File: src/hdl/urip_pkg.sv
// ----------------------------------------------------------------------------
// urip_pkg
// Types and constants shared by the idle-timeout serial packetizer.
// ----------------------------------------------------------------------------
package urip_pkg;

   localparam int CSR_ADDR_WIDTH = 4;

   localparam logic [1:0] MODE_BYTE  = 2'd0;
   localparam logic [1:0] MODE_TICK  = 2'd1;
   localparam logic [1:0] MODE_ROUTE = 2'd2;

   localparam logic [1:0] KIND_BYTE = 2'd0;
   localparam logic [1:0] KIND_IDLE = 2'd1;
   localparam logic [1:0] KIND_DROP = 2'd2;

   localparam logic [1:0] REG_PACKET_LIMIT  = 2'd0;
   localparam logic [1:0] REG_IDLE_GAP      = 2'd1;
   localparam logic [1:0] REG_ROUTE_TIMEOUT = 2'd2;

   localparam logic [7:0]  PACKET_LIMIT_RESET  = 8'd120;
   localparam logic [7:0]  IDLE_GAP_RESET      = 8'd2;
   localparam logic [15:0] ROUTE_TIMEOUT_RESET = 16'd3000;

   typedef struct packed {
      logic [1:0] mode;
      logic [7:0] rx_byte;
      logic [6:0] source_node;
      logic [7:0] route_protocol;
   } urip_req_type;

   typedef struct packed {
      logic [1:0] kind;
      logic [7:0] data_byte;
      logic       packet_end;
      logic [7:0] packet_length;
      logic [6:0] dest_node;
      logic [7:0] dest_protocol;
   } urip_rsp_type;

endpackage

File: src/hdl/uart_rx_idle_packetizer.sv
// ----------------------------------------------------------------------------
// uart_rx_idle_packetizer
// Groups received serial bytes into packets routed to one remote node.
//
//   Channel  Direction  Handshake           Payload
//   req      in         req_valid/ready     urip_req_type
//   rsp      out        rsp_valid/ready     urip_rsp_type
//   csr      in/out     APB, pready high    packet_limit, idle_gap, timeout
//
// One transaction is accepted per cycle; its result is registered in the
// result register, or in the skid register while the output stalls. A
// two-entry output buffer (result register plus skid register) sets the
// rate: input stalls only when both entries are full. Reset is synchronous.
// ----------------------------------------------------------------------------
module uart_rx_idle_packetizer
   import urip_pkg::*;
(
   input  logic                      clock,
   input  logic                      reset,
   input  logic                      req_valid,
   output logic                      req_ready,
   input  urip_req_type              req_payload,
   output logic                      rsp_valid,
   input  logic                      rsp_ready,
   output urip_rsp_type              rsp_payload,
   input  logic                      csr_psel,
   input  logic                      csr_penable,
   input  logic                      csr_pwrite,
   input  logic [CSR_ADDR_WIDTH-1:0] csr_paddr,
   input  logic [31:0]               csr_pwdata,
   output logic [31:0]               csr_prdata,
   output logic                      csr_pready
);

   logic [7:0]   packet_limit_ff;
   logic [7:0]   idle_gap_ff;
   logic [15:0]  route_timeout_ff;

   logic         route_ok_ff, route_ok_in;
   logic [6:0]   remote_node_ff, remote_node_in;
   logic [7:0]   route_proto_ff, route_proto_in;
   logic [7:0]   open_count_ff, open_count_in;
   logic [15:0]  route_age_ff, route_age_in;
   logic [7:0]   idle_age_ff, idle_age_in;

   logic         out_valid_ff, out_valid_in;
   urip_rsp_type out_ff, out_in;
   logic         skid_valid_ff, skid_valid_in;
   urip_rsp_type skid_ff, skid_in;

   logic         req_fire;
   logic         csr_write;
   logic [1:0]   csr_index;
   logic [7:0]   byte_len;
   logic         byte_end;
   logic         res_valid;
   urip_rsp_type res;

   assign csr_pready = 1'b1;
   assign csr_write  = csr_psel && csr_penable && csr_pwrite && csr_pready;
   assign csr_index  = csr_paddr[CSR_ADDR_WIDTH-1:2];

   always_comb begin
      case (csr_index)
         REG_PACKET_LIMIT:  csr_prdata = {24'd0, packet_limit_ff};
         REG_IDLE_GAP:      csr_prdata = {24'd0, idle_gap_ff};
         REG_ROUTE_TIMEOUT: csr_prdata = {16'd0, route_timeout_ff};
         default:           csr_prdata = 32'd0;
      endcase
   end

   always_ff @(posedge clock) begin
      if (reset) begin
         packet_limit_ff  <= PACKET_LIMIT_RESET;
         idle_gap_ff      <= IDLE_GAP_RESET;
         route_timeout_ff <= ROUTE_TIMEOUT_RESET;
      end else if (csr_write) begin
         case (csr_index)
            REG_PACKET_LIMIT:  packet_limit_ff  <= csr_pwdata[7:0];
            REG_IDLE_GAP:      idle_gap_ff      <= csr_pwdata[7:0];
            REG_ROUTE_TIMEOUT: route_timeout_ff <= csr_pwdata[15:0];
            default: begin
            end
         endcase
      end
   end

   assign req_ready = !skid_valid_ff;
   assign req_fire  = req_valid && req_ready;
   assign byte_len  = open_count_ff + 8'd1;
   assign byte_end  = (byte_len >= packet_limit_ff);

   always_comb begin
      route_ok_in    = route_ok_ff;
      remote_node_in = remote_node_ff;
      route_proto_in = route_proto_ff;
      open_count_in  = open_count_ff;
      route_age_in   = route_age_ff;
      idle_age_in    = idle_age_ff;
      res_valid      = 1'b0;
      res.kind          = KIND_BYTE;
      res.data_byte     = 8'd0;
      res.packet_end    = 1'b0;
      res.packet_length = open_count_ff;
      res.dest_node     = remote_node_ff;
      res.dest_protocol = route_proto_ff;
      if (req_fire) begin
         case (req_payload.mode)
            MODE_BYTE: begin
               if (route_ok_ff) begin
                  idle_age_in       = 8'd0;
                  open_count_in     = byte_end ? 8'd0 : byte_len;
                  res_valid         = 1'b1;
                  res.data_byte     = req_payload.rx_byte;
                  res.packet_end    = byte_end;
                  res.packet_length = byte_len;
               end
            end
            MODE_TICK: begin
               if (route_age_ff != 16'hFFFF) begin
                  route_age_in = route_age_ff + 16'd1;
               end
               if (idle_age_ff != 8'hFF) begin
                  idle_age_in = idle_age_ff + 8'd1;
               end
               if (route_ok_ff && (route_age_in >= route_timeout_ff)) begin
                  route_ok_in   = 1'b0;
                  open_count_in = 8'd0;
                  res_valid     = (open_count_ff != 8'd0);
                  res.kind      = KIND_DROP;
               end else if (route_ok_ff && (open_count_ff != 8'd0) &&
                            ((idle_age_in >= idle_gap_ff) ||
                             (open_count_ff >= packet_limit_ff))) begin
                  open_count_in = 8'd0;
                  res_valid     = 1'b1;
                  res.kind      = KIND_IDLE;
               end
            end
            MODE_ROUTE: begin
               remote_node_in = req_payload.source_node;
               route_proto_in = req_payload.route_protocol;
               route_age_in   = 16'd0;
               route_ok_in    = (req_payload.source_node != 7'd0);
            end
            default: begin
            end
         endcase
      end
   end

   always_comb begin
      out_valid_in  = out_valid_ff;
      out_in        = out_ff;
      skid_valid_in = skid_valid_ff;
      skid_in       = skid_ff;
      if (!out_valid_ff || rsp_ready) begin
         if (skid_valid_ff) begin
            out_valid_in  = 1'b1;
            out_in        = skid_ff;
            skid_valid_in = 1'b0;
         end else begin
            out_valid_in = res_valid;
            out_in       = res;
         end
      end else if (res_valid) begin
         skid_valid_in = 1'b1;
         skid_in       = res;
      end
   end

   always_ff @(posedge clock) begin
      if (reset) begin
         route_ok_ff    <= 1'b0;
         remote_node_ff <= 7'd0;
         route_proto_ff <= 8'd0;
         open_count_ff  <= 8'd0;
         route_age_ff   <= 16'd0;
         idle_age_ff    <= 8'd0;
         out_valid_ff   <= 1'b0;
         skid_valid_ff  <= 1'b0;
      end else begin
         route_ok_ff    <= route_ok_in;
         remote_node_ff <= remote_node_in;
         route_proto_ff <= route_proto_in;
         open_count_ff  <= open_count_in;
         route_age_ff   <= route_age_in;
         idle_age_ff    <= idle_age_in;
         out_valid_ff   <= out_valid_in;
         skid_valid_ff  <= skid_valid_in;
      end
   end

   always_ff @(posedge clock) begin
      out_ff  <= out_in;
      skid_ff <= skid_in;
   end

   assign rsp_valid   = out_valid_ff;
   assign rsp_payload = out_ff;

`ifndef SYNTHESIS
   a_skid_implies_out: assert property (@(posedge clock) disable iff (reset)
      skid_valid_ff |-> out_valid_ff)
      else $error("Skid register holds a transaction while the output is empty.");

   a_open_count_bound: assert property (@(posedge clock) disable iff (reset)
      open_count_ff != 8'hFF)
      else $error("Open packet length reached an impossible value.");

   a_byte_without_route: assert property (@(posedge clock) disable iff (reset)
      (req_fire && (req_payload.mode == MODE_BYTE) && !route_ok_ff)
      |=> $stable(open_count_ff))
      else $error("A byte without a route changed the open packet.");

   a_no_route_no_result: assert property (@(posedge clock) disable iff (reset)
      (req_fire && (req_payload.mode == MODE_ROUTE)) |-> !res_valid)
      else $error("A route request produced a result.");
`endif

endmodule

File: config.mk
export PLATFORM = sky130hd
export DESIGN_NAME = uart_rx_idle_packetizer
export DESIGN_NICKNAME = d
export VERILOG_FILES = /design/src/hdl/urip_pkg.sv /design/src/hdl/uart_rx_idle_packetizer.sv
export SDC_FILE = /design/constraint.sdc
export NUM_CORES = 1
export LEC_CHECK = 0
export BUFFER_PORTS_ARGS = -buffer_cell sky130_fd_sc_hd__buf_4
export CAP_MARGIN = 20
export CORE_ASPECT_RATIO = 0.5
export CORE_MARGIN = 2
export CORE_UTILIZATION = 25
export DETAILED_ROUTE_END_ITERATION = 7
export HOLD_SLACK_MARGIN = 0.03
export PLACE_DENSITY_LB_ADDON = 0.12
export SLEW_MARGIN = 20
export SYNTH_ARGS = -nofsm -noshare
export SYNTH_HDL_FRONTEND = slang
export SYNTH_SLANG_ARGS = --single-unit
File: constraint.sdc
create_clock -name clock -period 7.9 [get_ports clock]
set_clock_uncertainty 0.15 [all_clocks]
set_input_delay 0 -clock clock [delete_from_list [all_inputs] [get_ports clock]]
set_output_delay 0 -clock clock [all_outputs]
set_load 0.02 [all_outputs]
# --- Yosys cells after proc, flatten, opt, wreduce, memory -nomap -nowiden ---
# Index checks and enable logic that the tools add are counted.
word_totals:
  ff_bits: 150
  input_bits: 68
  out_inout_bits: 69
  elab_cells: 96
classes:
  n_addsub: 3
  order_cmp: 4
  n_eq_ne: 9
  muxes: 30
  bitwise_logic: 1
  reduce_logical: 26
ops:
  columns: ["operator", "n"]
  rows:
  - ["$mux 8", 8]
  - ["$mux 16", 3]
  - ["$pmux 16 s3", 1]
  - ["$mux 17", 2]
  - ["$mux 34", 1]
  - ["$pmux 16 s2", 1]
  - ["$pmux 8 s2", 2]
  - ["$ge 8x8->1", 3]
  - ["$mux 19", 1]
  - ["$add 16x1->16 const B", 1]
  - ["$add 8x1->8 const B", 2]
  - ["$ge 16x16->1", 1]
  - ["$ne 16x16->1 const B", 1]
  - ["$reduce_and 2->1", 6]
  - ["$ne 8x8->1 const B", 1]
  - ["$reduce_bool 8->1", 1]
  - ["$mux 1", 7]
  - ["$reduce_bool 7->1", 1]
  - ["$logic_and 1x1->1", 6]
  - ["$reduce_and 3->1", 2]
  - ["$eq 2x1->1 const B", 2]
  - ["$eq 2x2->1 const B", 2]
  - ["$logic_not 2->1", 2]
  - ["$mux 2", 2]
  - ["other kinds (9)", 14]

# --- Depth between registers and ports, before layout ---
logic_depth:
  word_depth: 12
  mapped_depth: 14
  depth_no_buf: 13

# --- Least setup slack after synthesis ---
# OpenSTA, ideal clock, no wires.
synth_timing:
  path_kind: "register to register"
  start: "register route_age_ff[0]"
  end: "register skid_ff[0] (netlist name) (enable)"
  setup_ps: 475
  t_arrival_ps: 5503
  required_time_ps: 7275
  slack_ps: 1772
  path_stages_with_launch: 14
  path_buffers: 0
  period_less_slack_ps: 6128
  cell_sequence: "dfxtp_1 -> ha_1 -> nand3_1 -> nor3_1 -> a21oi_1 -> and4_1 -> xor2_1 -> ha_1 -> nand4_1 -> nor4_1 -> a32o_1 -> nor2_1 -> a31oi_1 -> nor3b_1"
synth_via:
  elab_chain_len: 10
  word_cells_on_any_way: 11
  classes_between: "add/sub: 1; order compare: 1; eq/ne: 1; mux: 6; reduce/logical: 2"
synth_lines:
  columns: ["element", "line_no", "rtl"]
  rows:
  - ["start: declaration", "uart_rx_idle_packetizer.sv:43", "logic [15:0] route_age_ff, route_age_in;"]
  - ["start signal: assignment", "uart_rx_idle_packetizer.sv:186", "route_age_ff <= route_age_in;"]
  - ["$add 16x1->16 / $ne 16x16->1 (equally long branches)", "uart_rx_idle_packetizer.sv:121, uart_rx_idle_packetizer.sv:120", null]
  - ["$mux 16 *", "uart_rx_idle_packetizer.sv:120", "if (route_age_ff != 16'hFFFF) begin"]
  - ["$mux 16 *", "uart_rx_idle_packetizer.sv:108", "case (req_payload.mode)"]
  - ["$mux 16 *", "uart_rx_idle_packetizer.sv:107", "if (req_fire) begin"]
  - ["$ge 16x16->1 *", "uart_rx_idle_packetizer.sv:126", "if (route_ok_ff && (route_age_in >= route_timeout_ff)) begin"]
  - ["$logic_and 1x1->1 *", "uart_rx_idle_packetizer.sv:126", null]
  - ["$mux 1 *", "uart_rx_idle_packetizer.sv:126", null]
  - ["$pmux 1 s2 *", "uart_rx_idle_packetizer.sv:108", null]
  - ["$mux 1 *", "uart_rx_idle_packetizer.sv:107", null]
  - ["$reduce_and 2->1 (no source line) *", null, null]
  - ["end signal: assignment", "uart_rx_idle_packetizer.sv:195", "skid_ff <= skid_in;"]
  - ["end: declaration", "uart_rx_idle_packetizer.sv:49", "urip_rsp_type skid_ff, skid_in;"]
# Every way passes the cells marked *; elsewhere a longest branch is shown, timed or not. The select of a mux whose other input is x is not followed.
# A chain may end at the register's enable or synchronous reset.

# --- Worst setup path after layout ---
layout_timing:
  start: "register route_age_ff[0]"
  end: "register skid_ff[19] (netlist name) (enable)"
# Same word-level chain as after synthesis.

==> impl_metrics.tcl <==
set metrics [dict create \
    path_class "register to register" \
    numClockSinks 150 \
    p_per_area_mw_per_mm2 176 \
    grt.overflow.total 0 \
    core_area_mm2 0.0305 \
    post-route-min-period_ns 4.99 \
    yosysTopAreaCell "edfxtp_1" \
    path_common_cell "ha_1" \
    yosys.area.top_type_share_pct 26.2 \
    cts_buffers 17 \
    drive_gt1_share_pct 18.6 \
    slowest_delay_ns 0.58 \
    row_count 45 \
    synth_area_leaders "edfxtp_1 (26%), dfxtp_1 (21%), ha_1 (7.5%)" \
    portBuffers 101 \
    yosysSeqAreaShare_pct 47.2 \
    yosys.cell_count.top_type "nand2_1" \
    hpwl_um 14600 \
    synth_cells 806 \
    finalMaxSlewViolations 0 \
    cp.required_ns 7.82 \
    crit_path_cell_trace "ha_1 -> nand3_1 -> nor3_1 -> a21oi_1 -> and4_1 -> xor2_1 -> ha_1 -> nand4_1 -> nor4_1 -> a32o_1 -> nor2_1 -> a31oi_1 -> nor3b_2 -> buf_4" \
    cts.path.max_buffers 2 \
    cpMaxStageDelayCell "nor3_1" \
    path_delay_family "simple AND/OR/NAND/NOR gates" \
    grt_pass1_wl_um 33800 \
    grt_max_degree 71 \
    areaGrowthSynthToFinish_pct 29.3 \
    antenna_found_initial 0 \
    die_y_um 129 \
    antenna_cells 0 \
    fin_crit_sh_pct 63.1 \
    drt_iter0_drc 379 \
    place_ws_ns 2.99 \
    path_max_fanout 34 \
    gp_congestion 0.745 \
    drc 0 \
    arrival_ns 4.91 \
    syn-cell-area_mm2 0.00780 \
    cp-end-kind "register" \
    hp-class "input port to register" \
    nets 1065 \
    post-cts-setup-buffers 0 \
    fin_ws_ns 2.91 \
    rsz0062_at_grt "no" \
    post_cts_resized 0 \
    synth_enable_flop_cells 68 \
    path_buf_inv 1 \
    clkTransAtPathRegs_ns 0.07 \
    grt_usage_pct 13.5 \
    finalHoldViolations 0 \
    htreeDepth 4 \
    finalSetupViolations 0 \
    cap_violations 0 \
    vias 6236 \
    postSynthAreaPerCell_um2 9.67 \
    yosysUniqueCellTypes 59 \
    postRouteAntennaNets 0 \
    viasPerCell 4.50 \
    finalWirelength_um 21400 \
    p_leak_nw 4.26 \
    max_freq_mhz 201 \
    ir_drop_uv 151 \
    ioPinCount 137 \
    ys_top_cells_by_count "nand2_1 (112), dfxtp_1 (82), a21oi_1 (73)" \
    clk_latency_ns 0.44 \
    dieWidth_um 254 \
    tightest_slew_ns 0.872 \
    relSlewSlack_pct 41.9 \
    startpoint_type "register" \
    post_drt_wl_per_cell_um 15.4 \
    grt_pass1_vias 6176 \
    dominantRegCellSynth "dfxtp_1" \
    status "finished, final reports clean" \
    start_util_pct 25.5 \
    firstDrtPassIters 4 \
    synth-seq-cells 150 \
    fin_setup_tns_ns 0 \
    cts_tree "done" \
    root_buffer "clkbuf_16" \
    async_flop_share_pct 0 \
    yosysWarnings 0 \
    dieArea_mm2 0.0327 \
]
## sequential cells by signal (all words and copies together) (netlist names)
signal            cells
route_proto_ff        8
route_timeout_ff     16
remote_node_ff        7
route_ok_ff           1
skid_valid_ff         1
open_count_ff         8
idle_gap_ff           8
route_age_ff         16
rsp_payload          34
skid_ff              34
rsp_valid             1
idle_age_ff           8
packet_limit_ff       8
## where the power goes
part | internal (W) | leakage [nW] | switching, W
logic | 0.0000619 | 2.64 | 0.0000779
registers | 0.000816 | 1.35 | 0.00000687
clock network | 0.000449 | 0.274 | 0.000363
total | 0.00133 | 4.26 | 0.000448
## worst reg2reg max path: cells and delay by family (launching register included)
kind	cells	cell delay (ns)
compound gates	3	0.96
xor+xnor	1	0.16
fa+ha+maj	2	0.57
buf+inv	1	0.46
flops	1	0.46
simple gates	7	1.84
## metal layers
layer / share of wire, % / global-route usage [%]
met2: 47 / 22.1
met5: 0 / 0
met4: 1.1 / 3.98
met1: 49 / 17.7
met3: 3.6 / 3.03
## cells by family after synthesis
group | after synthesis | share of synthesized area [%]
simple gates | 261 | 15.7
compound gates | 186 | 15.5
xor+xnor | 26 | 2.92
other cells | 2 | 0.0963
fa+ha+maj | 47 | 7.54
flops | 150 | 47.2
mux | 39 | 5.44
buf+inv | 95 | 5.54
## placed cells by master, fill, tap and decap left out, types with 17 or more instances in the layout
master	synthesis	final
a21o_1	17	17
a21oi_1	73	73
and2_1	20	20
buf_4	17	107
clkbuf_16	0	17
conb_1	2	17
dfxtp_1	82	82
dlygate4sd3_1	0	58
edfxtp_1	68	68
ha_1	47	47
inv_1	40	40
mux2_2	27	27
nand2_1	112	112
nand3_1	27	27
nor2_1	38	37
nor3_1	17	17
o21ai_0	28	28
## metrics by stage
| step | area [um2] | cells | util (%) | hold WS, ns | power, W |
|---|---|---|---|---|---|
| floorplan | 7850 | 821 | - | -0.0140 | 0.000913 |
| global placement | 8920 | 1296 | 29.2 | 0.0917 | 0.000960 |
| detailed placement | 8920 | 1296 | 29.2 | 0.100 | 0.000961 |
| CTS | 10100 | 1386 | 33.0 | 0.0322 | 0.00180 |
| global route | 10100 | 1386 | 33.0 | 0.0974 | 0.00185 |
| finish | 10100 | 1386 | 33.0 | 0.0591 | 0.00178 |
## what timing repair did
item,CTS,global route
hold buffers,58,0
setup endpoints to repair,0,0
hold endpoints to repair,75,0
## final cells by class
class | instances | area (um2)
Fill cell | 3220 | 20400
Multi-Input combinational cell | 576 | 3750
Sequential cell | 150 | 3680
Timing Repair Buffer | 165 | 1380
Tap cell | 423 | 529
Clock buffer | 18 | 439
Inverter | 40 | 150
Clock inverter | 14 | 138
## worst paths after layout
| path | startpoint | endpoint | slack, ns | cells after the start |
|---|---|---|---|---|
| min reg2reg | route_proto_ff[7]$_SDFFE_PP0P_ | skid_ff[7]$_DFFE_PP_ | 0.30 | 0 |
| min | csr_penable | idle_gap_ff[5]$_SDFFE_PP0P_ | 0.06 | 5 |
| max reg2reg | route_age_ff[0]$_SDFFE_PP0P_ | skid_ff[19]$_DFFE_PP_ | 2.91 | 14 |
| max | route_age_ff[0]$_SDFFE_PP0P_ | skid_ff[19]$_DFFE_PP_ | 2.91 | 14 |
(Power assumes the default switching activity.)
